$ cat src/rtl/core/rft_pkg.sv
`default_nettype none
package rft_pkg;
   localparam int          CHANNELS_DEF    = 3;
   localparam int          WINDOW          = 16;
   localparam logic [31:0] INIT_PERIOD_RST = 32'd1250000;
   localparam logic [14:0] THRESHOLD_RST   = 15'd150;
   localparam logic [15:0] WEAK_FREQUENCY  = 16'd500;
   localparam logic [33:0] FREQ_NUMERATOR  = 34'd10000000000;
   localparam logic [0:0]  CSR_INIT_PERIOD = 1'b0;
   localparam logic [0:0]  CSR_THRESHOLD   = 1'b1;

   typedef enum logic [3:0] {
      ST_IDLE, ST_SUM, ST_RMS_DIV, ST_RMS_DONE, ST_OFF_DIV, ST_CROSS,
      ST_MUL, ST_FREQ_DIV, ST_FINISH, ST_OUT
   } state_type;

   // divider operation select
   typedef enum logic [1:0] { DIV_RMS, DIV_OFF, DIV_FREQ } div_sel_type;

   typedef struct packed {
      logic        load;       // capture input transaction
      logic        sum_step;   // accumulate one square
      logic        div_start;
      div_sel_type div_sel;
      logic        rms_write;
      logic        cross_step; // first crossing or cycle prep
      logic        mul_step;
      logic        finish;     // commit frequency / period
      logic        out_load;
   } cmd_type;

   typedef struct packed {
      logic valid_ch;
      logic win_full;
      logic is_ch0;
      logic crossing;
      logic phase;
      logic sum_last;
      logic div_busy;
      logic mul_done;
   } status_type;
endpackage
`default_nettype wire

$ cat src/rtl/core/rft_controller.sv
`default_nettype none
module rft_controller
   import rft_pkg::*;
(
   input  wire logic clock,
   input  wire logic reset,
   input  wire logic req_valid,
   output logic      req_ready,
   output logic      rsp_valid,
   input  wire logic rsp_ready,
   input  wire status_type status,
   output cmd_type   cmd
);
   state_type state_ff, state_in;
   logic      rv_ff, rv_in;

   always_ff @(posedge clock) begin
      if (reset) begin
         state_ff <= ST_IDLE;
         rv_ff    <= 1'b0;
      end else begin
         state_ff <= state_in;
         rv_ff    <= rv_in;
      end
   end

   always_comb begin
      state_in  = state_ff;
      cmd       = '0;
      cmd.div_sel = DIV_RMS;
      rv_in     = rv_ff && !rsp_ready;
      req_ready = (state_ff == ST_IDLE);
      unique case (state_ff)
         ST_IDLE: if (req_valid) begin
            cmd.load = 1'b1;
            state_in = ST_SUM;
         end
         ST_SUM: begin
            if (!status.valid_ch) state_in = ST_OUT;
            else if (!status.win_full) state_in = status.is_ch0 ? ST_RMS_DONE : ST_OUT;
            else begin
               cmd.sum_step = 1'b1;
               if (status.sum_last) begin
                  cmd.sum_step  = 1'b0;
                  cmd.div_start = 1'b1;
                  state_in = ST_RMS_DIV;
               end
            end
         end
         ST_RMS_DIV: if (!status.div_busy) begin
            cmd.rms_write = 1'b1;
            state_in = status.is_ch0 ? ST_RMS_DONE : ST_OUT;
         end
         ST_RMS_DONE: begin
            if (status.crossing) begin
               cmd.div_start = 1'b1;
               cmd.div_sel   = DIV_OFF;
               state_in = ST_OFF_DIV;
            end else state_in = ST_OUT;
         end
         ST_OFF_DIV: if (!status.div_busy) state_in = ST_CROSS;
         ST_CROSS: begin
            // first crossing finishes here once the result register is free
            if (status.phase) begin
               cmd.cross_step = 1'b1;
               state_in = ST_MUL;
            end else if (!rv_ff || rsp_ready) begin
               cmd.cross_step = 1'b1;
               cmd.out_load = 1'b1;
               rv_in = 1'b1;
               state_in = ST_IDLE;
            end
         end
         ST_MUL: begin
            cmd.mul_step = 1'b1;
            if (status.mul_done) state_in = ST_FREQ_DIV;
         end
         ST_FREQ_DIV: begin
            cmd.div_start = 1'b1;
            cmd.div_sel   = DIV_FREQ;
            state_in = ST_FINISH;
         end
         ST_FINISH: begin
            cmd.div_sel = DIV_FREQ;
            if (!status.div_busy) begin
               cmd.finish = 1'b1;
               state_in = ST_OUT;
            end
         end
         ST_OUT: if (!rv_ff || rsp_ready) begin
            cmd.out_load = 1'b1;
            rv_in = 1'b1;
            state_in = ST_IDLE;
         end
         default: state_in = ST_IDLE;
      endcase
   end

   assign rsp_valid = rv_ff;

   a_div_idle: assert property (@(posedge clock) disable iff (reset)
      state_ff == ST_IDLE |-> !status.div_busy) else $error("divider busy in idle");
   a_load_idle: assert property (@(posedge clock) disable iff (reset)
      cmd.load |-> state_ff == ST_IDLE) else $error("load outside idle");
   a_one_out: assert property (@(posedge clock) disable iff (reset)
      cmd.out_load |=> state_ff == ST_IDLE) else $error("output without return");
endmodule
`default_nettype wire

$ cat config.mk
export PLATFORM = sky130hd
export DESIGN_NAME = rft_controller
export DESIGN_NICKNAME = d
export VERILOG_FILES = /design/src/rtl/core/rft_pkg.sv /design/src/rtl/core/rft_controller.sv
export SDC_FILE = /design/constraint.sdc
export NUM_CORES = 1
export LEC_CHECK = 0
export BUFFER_PORTS_ARGS = -buffer_cell sky130_fd_sc_hd__buf_2
export CAP_MARGIN = 20
export CORE_UTILIZATION = 41
export DETAILED_ROUTE_END_ITERATION = 7
export PLACE_DENSITY = 0.8
export SETUP_SLACK_MARGIN = 0.1
export SLEW_MARGIN = 20
export SYNTH_ARGS = -nofsm -noshare
export SYNTH_HDL_FRONTEND = slang
export SYNTH_SLANG_ARGS = --single-unit
$ cat constraint.sdc
create_clock -name clock -period 1.7 [get_ports clock]
set_clock_uncertainty 0.15 [all_clocks]
set_input_delay 0.51 -clock clock [delete_from_list [all_inputs] [get_ports clock]]
set_output_delay 0.51 -clock clock [all_outputs]
set_load 0.05 [all_outputs]
==> results of run 1 <==
worst max-delay path: stages, from the launching register on:
cell and delay (ns):
dfxtp_2 0.33, or2_4 0.26, or4_4 0.53, clkinvlp_4 0.10, buf_8 0.14
routing by layer:
layer | vias to the layer above | track usage (%) | wire (um)
met5 | - | 0 | 0
met4 | 0 | 6.03 | 280
met3 | 34 | 6.36 | 428
met2 | 105 | 65.4 | 1420
met1 | 433 | 47.0 | 1130
li1 | 379 | - | -
worst max-delay path by stage:
| stage | from | endpoint | slack [ns] | depth (start not counted) |
|---|---|---|---|---|
| global placement | status[2] | cmd[8] | -0.41 | 4 |
| floorplan | state_ff[2]$_SDFFE_PP0P_ | cmd[9] | -0.39 | 3 |
| detailed placement | status[2] | cmd[8] | -0.43 | 4 |
| finish | state_ff[2]$_SDFFE_PP0P_ | cmd[8] | -0.56 | 4 |
| CTS | state_ff[2]$_SDFFE_PP0P_ | cmd[8] | -0.52 | 4 |
| global route | state_ff[2]$_SDFFE_PP0P_ | cmd[8] | -0.58 | 4 |
sequential cells by signal, indices dropped and copies added, names as in the netlist:
signal,flops
rsp_valid,1
state_ff,4
report_power, final:
group          switching [mW]  internal, mW  total, mW  leakage, nW
Clock                  0.0549        0.0891      0.144       0.0150
Combinational           0.408         0.298      0.706        0.412
Sequential             0.0164         0.135      0.151       0.0417
placed cells by master (no fill, tap or decap), types with 3 or more instances in the layout:
cell type	n
nor3_1	4
clkbuf_4	3
buf_6	7
inv_1	5
nor3_4	5
o21ai_0	4
nor2_1	3
nand2_1	4
nand2b_1	5
buf_8	7
nand2b_4	3
buf_4	19
nor2_4	3
dfxtp_1	3
buf_2	12
layout make-up:
| type | count | area share (%) |
|---|---|---|
| Multi-Input combinational cell | 65 | 49.9 |
| Inverter | 6 | 2.35 |
| Timing Repair Buffer | 45 | 34.6 |
| Tap cell | 14 | 1.57 |
| Clock buffer | 4 | 2.35 |
| Sequential cell | 5 | 9.19 |
repair_timing:
item	in CTS	in global routing
pin swaps	5	7
gates resized for setup	33	14
setup endpoints to repair	14	14
setup buffers	3	1
hold buffers	0	0
cell families (layout without fill, tap and decap cells):
logic type / after synthesis / count (layout)
AO/OA/AOI/OAI: 24 / 24
AND/OR/NAND/NOR: 39 / 39
buffers and inverters: 11 / 55
flip-flops: 5 / 5
multiplexers: 1 / 1
XOR/XNOR: 1 / 1
per-stage QoR:
stage | hold WS (ns) | instances | setup TNS (ns) | util (%) | instance area [sq um]
finish | 0.348 | 139 | -5.31 | 94.1 | 1120
global route | 0.347 | 139 | -5.59 | 94.1 | 1120
CTS | 0.346 | 139 | -4.54 | 88.7 | 1050
detailed placement | 0.515 | 132 | -2.61 | 74.3 | 881
global placement | 0.493 | 132 | -2.43 | 74.3 | 881
floorplan | 0.406 | 81 | -2.84 | - | 643
==> results.sh, run 1 <==
export IMPL_hold_depth=2
export IMPL_cp_required_ns=1.04
export IMPL_timing_max_cap_violations=0
export IMPL_globalplace_congestion=0.905
export IMPL_power_mw=1.00
export IMPL_syn_to_final_growth_pct=101
export IMPL_clock_sinks=5
export IMPL_yosys_area_share_adder_pct=0
export IMPL_peakVddDrop_uv=642
export IMPL_die_w_um=38.8
export IMPL_overflow=0
export IMPL_cts_clk_slew_worst_paths_ns=0.06
export IMPL_ff2ff_path_depth=7
export IMPL_crit_arrival_ns=1.60
export IMPL_synth_simple_area_share_pct=39.4
export IMPL_nets=138
export IMPL_syn_avg_cell_area_sq_um=6.86
export IMPL_synth_edf_count=0
export IMPL_rr_endpoint="state_ff[1]$_SDFFE_PP0P_"
export IMPL_multi_input_area_sq_um=557
export IMPL_port_buffers=23
export IMPL_hold_start="reset"
export IMPL_synth_xor_area_share_pct=1.58
export IMPL_synth_warnings=0
export IMPL_grtUsageTotal_pct=37.1
export IMPL_synth_seq_cells=5
export IMPL_cts_tree="done"
export IMPL_regToRegSetupSlack_ns=-0.37
export IMPL_ant_nets=0
export IMPL_vias=951
export IMPL_hp_class="input port to flip-flop"
export IMPL_end_kind="output port"
export IMPL_p_leak_nw=0.469
export IMPL_cp_max_fo=2
export IMPL_first_iter_violations=66
export IMPL_ys_flop_type="dfxtp_1"
export IMPL_crit_path_start_kind="flip-flop"
export IMPL_synth_compound_area_share_pct=30.9
export IMPL_synth_top_area_share_pct=18.0
export IMPL_worstSkewPairLatency_ns=0.25
export IMPL_yosysTopAreaCell="dfxtp_1"
export IMPL_timing_final_ws_setup_ns=-0.562
export IMPL_post_place_ws_ns=-0.426
export IMPL_r2r_start="state_ff[2]$_SDFFE_PP0P_"
export IMPL_start_util_pct=46.8
export IMPL_die_h_um=38.8
export IMPL_ys_seq_area_share_pct=18.0
export IMPL_yosys_top_cells_count="9 x nor3_1, 8 x nand2b_1, 6 x inv_1, 6 x nor2_1"
export IMPL_ys_async_sr_fraction_pct=0
export IMPL_synth_cell_types=35
export IMPL_synth_cells=81
export IMPL_crit_type="flip-flop to output port"
export IMPL_dr_pass1_iters=5
export IMPL_htree_num_levels=1
export IMPL_hold_path_endpoint="rsp_valid$_SDFF_PP0_"
export IMPL_yosysMostFrequentCell="nor3_1"
export IMPL_synth_mux_area_share_pct=1.80
export IMPL_hold_viol=0
export IMPL_placementRows=12
export IMPL_drc=0
export IMPL_p_per_area_nw_per_um2=897
export IMPL_clock_path_buffers=2
export IMPL_regArea_sq_um=103
export IMPL_die_area_sq_um=1510
export IMPL_ios=24
export IMPL_final_period_utilization_pct=133
export IMPL_num_fill_cells=39
export IMPL_violations="negative setup slack"
export IMPL_relSlewSlack_pct=73.1
export IMPL_tightest_slew_ns=0.402
export IMPL_syn_nets=93
export IMPL_antenna_cells=0
export IMPL_coreArea_sq_um=1190
export IMPL_max_freq_mhz=442
export IMPL_setup_viol=14
export IMPL_antenna_found_initial=0
export IMPL_wl_per_cell_um=23.5
export IMPL_routed_wl_mm=3.26
export IMPL_vias_per_cell=6.84
export IMPL_drive_above_1_share_pct=58.4
export IMPL_status="finished with violations"
export IMPL_rsz0062_at_grt="yes"
export IMPL_grt_pass1_wl_mm=3.76
export IMPL_root_buffer="clkbuf_4"
export IMPL_hpwl_mm=1.38
export IMPL_grt_pass1_vias=796
export IMPL_grt_max_degree=16
export IMPL_finalCriticalPeriod_ns=2.26
export IMPL_synth_area_sq_um=556
export IMPL_slew_violations=0
export IMPL_cts_buffers_inserted=3
export IMPL_yosys_top_cells_area="dfxtp_1 18%, nand2b_1 9.0%, nor3_1 8.1%, o21ai_0 4.5%, inv_1 4.1%"
export IMPL_synth_top_family_by_area="simple AND/OR/NAND/NOR gates"
No activity file was read; power rests on OpenSTA's default activity.
==> inputs of run 2 (changes only) <==
Settings changed: PLACE_DENSITY 0.8 to 0.73.
==> run 2 against run 1 <==
Effect of this change: the run still ends with negative setup slack left; fmax rose by 1.0%; utilization up 0.84 points; register-to-register slack better by 0.14 ns; final area rose by 0.90%; critical path depth unchanged; sequential share of layout area hardly changed; worst hold slack improved by 0.022 ns; critical path type unchanged; critical endpoint unchanged; global-route usage increased by 4.9 points; sequential power rose by 3%; sequential cell count unchanged.
==> results.sh, run 2 (synthesized netlist as in run 1, its figures left out) <==
export IMPL_grt_pass1_vias=844
export IMPL_cp_required_ns=1.04
export IMPL_die_h_um=38.8
export IMPL_die_area_sq_um=1510
export IMPL_hold_buffers=0
export IMPL_worstSkewPairLatency_ns=0.24
export IMPL_globalplace_congestion=0.922
export IMPL_final_period_utilization_pct=132
export IMPL_cts_clk_slew_worst_paths_ns=0.05
export IMPL_crit_chain="or2_4 -> or4_4 -> clkinvlp_4 -> buf_8"
export IMPL_antenna_found_initial=0
export IMPL_nets=138
export IMPL_clock_sinks=5
export IMPL_fin_util_pct=94.9
export IMPL_rsz0062_at_grt="yes"
export IMPL_dr_pass1_iters=4
export IMPL_overflow=0
export IMPL_p_per_area_nw_per_um2=911
export IMPL_die_w_um=38.8
export IMPL_status="finished with violations"
export IMPL_top_register="state_ff"
export IMPL_relSlewSlack_pct=71.0
export IMPL_drc=0
export IMPL_coreArea_sq_um=1190
export IMPL_slew_violations=0
export IMPL_tightest_slew_ns=0.434
export IMPL_placementRows=12
export IMPL_p_leak_nw=0.475
export IMPL_antenna_cells=0
export IMPL_ant_nets=0
export IMPL_finalCriticalPeriod_ns=2.24
export IMPL_violations="negative setup slack"
export IMPL_layout_common_cells="17 x buf_4, 12 x buf_2, 9 x buf_6"
export IMPL_placedCellCount=132
export IMPL_largest_reg_flops=4
export IMPL_num_fill_cells=30
export IMPL_routed_wl_mm=3.05
export IMPL_crit_type="flip-flop to output port"
export IMPL_root_buffer="clkbuf_4"
export IMPL_cts_tree="done"
export IMPL_ios=24
export IMPL_start_util_pct=46.8
export IMPL_port_buffers=23
export IMPL_crit_path_start_kind="flip-flop"
export IMPL_cts_buffers_inserted=3
export IMPL_cp_max_fo=2
export IMPL_wl_per_cell_um=21.9
export IMPL_grt_max_degree=16
export IMPL_grt_pass1_wl_mm=4.20
export IMPL_hpwl_mm=1.49
export IMPL_clock_path_buffers=2
export IMPL_critical_path_max_stage_delay_ns=0.54
export IMPL_end_kind="output port"
export IMPL_vias_per_cell=6.68
export IMPL_slowest_stage="or4_4"
export IMPL_final_common_cell="buf_4"
export IMPL_hp_class="input port to flip-flop"
export IMPL_hold_viol=0
export IMPL_fin_cells=139
export IMPL_grtUsageTotal_pct=41.9
export IMPL_timing_final_ws_setup_ns=-0.539
export IMPL_timing_max_cap_violations=0
export IMPL_syn_to_final_growth_pct=103
export IMPL_htree_num_levels=1
export IMPL_setup_viol=14
export IMPL_vias=928
export IMPL_peakVddDrop_uv=667
export IMPL_max_freq_mhz=447
export IMPL_crit_arrival_ns=1.58
export IMPL_first_iter_violations=59
export IMPL_drive_above_1_share_pct=60.8
[run 2: routing by layer]
layer | wire length (um) | share of wire, % | global-route usage [%]
met3 | 394 | 13 | 13.3
met4 | 153 | 5.0 | 28.4
met5 | 0 | 0 | 0
met2 | 1410 | 46 | 62.1
met1 | 1090 | 36 | 50.7
[run 2: final timing paths]
kind         slack (ns)  cells after the start                        to                startpoint
max               -0.54                      4                    cmd[8]  state_ff[2]$_SDFFE_PP0P_
min                0.37                      2      rsp_valid$_SDFF_PP0_                     reset
max reg2reg       -0.23                      6  state_ff[1]$_SDFFE_PP0P_  state_ff[2]$_SDFFE_PP0P_
min reg2reg        0.54                      3  state_ff[3]$_SDFFE_PP0P_  state_ff[3]$_SDFFE_PP0P_
[run 2: final cells by class]
type                       count  area [sq um]  area share (%)
timing repair buffer          45           394            35.0
multi-input combinational     65           558            49.6
tap                           14          17.5            1.56
clock buffer                   4          26.3            2.33
inverter                       6          26.3            2.33
sequential                     5           104            9.22
[run 2: repair_timing]
action                     4_1_cts  5_1_grt
gates resized for setup         41        9
setup endpoints to repair       14       14
pin swaps                        6        5
hold endpoints to repair         0        0
buffers inserted                 1        3
[run 2: stage by stage]
step | TNS, ns | area, sq um | power, mW | setup slack [ns] | hold WS, ns
global placement | -2.41 | 881 | 0.655 | -0.413 | 0.494
finish | -4.60 | 1130 | 1.03 | -0.539 | 0.370
floorplan | -2.84 | 643 | 0.511 | -0.386 | 0.406
global route | -5.21 | 1130 | 1.06 | -0.576 | 0.371
CTS | -4.13 | 1070 | 0.918 | -0.521 | 0.354
detailed placement | -2.67 | 881 | 0.668 | -0.440 | 0.531
[run 2: report_power, final]
group,switching (mW),total [mW],internal [mW],leakage (nW)
combinational,0.404,0.727,0.323,0.418
clock,0.0527,0.142,0.0890,0.0150
sequential,0.0201,0.156,0.136,0.0419
total,0.477,1.03,0.548,0.475
[run 2: critical path, delay by kind of cell, from the launching register on]
family	cells	cell delay, ns
AND/OR/NAND/NOR	2	0.79
flip-flops	1	0.32
buffers and inverters	2	0.22
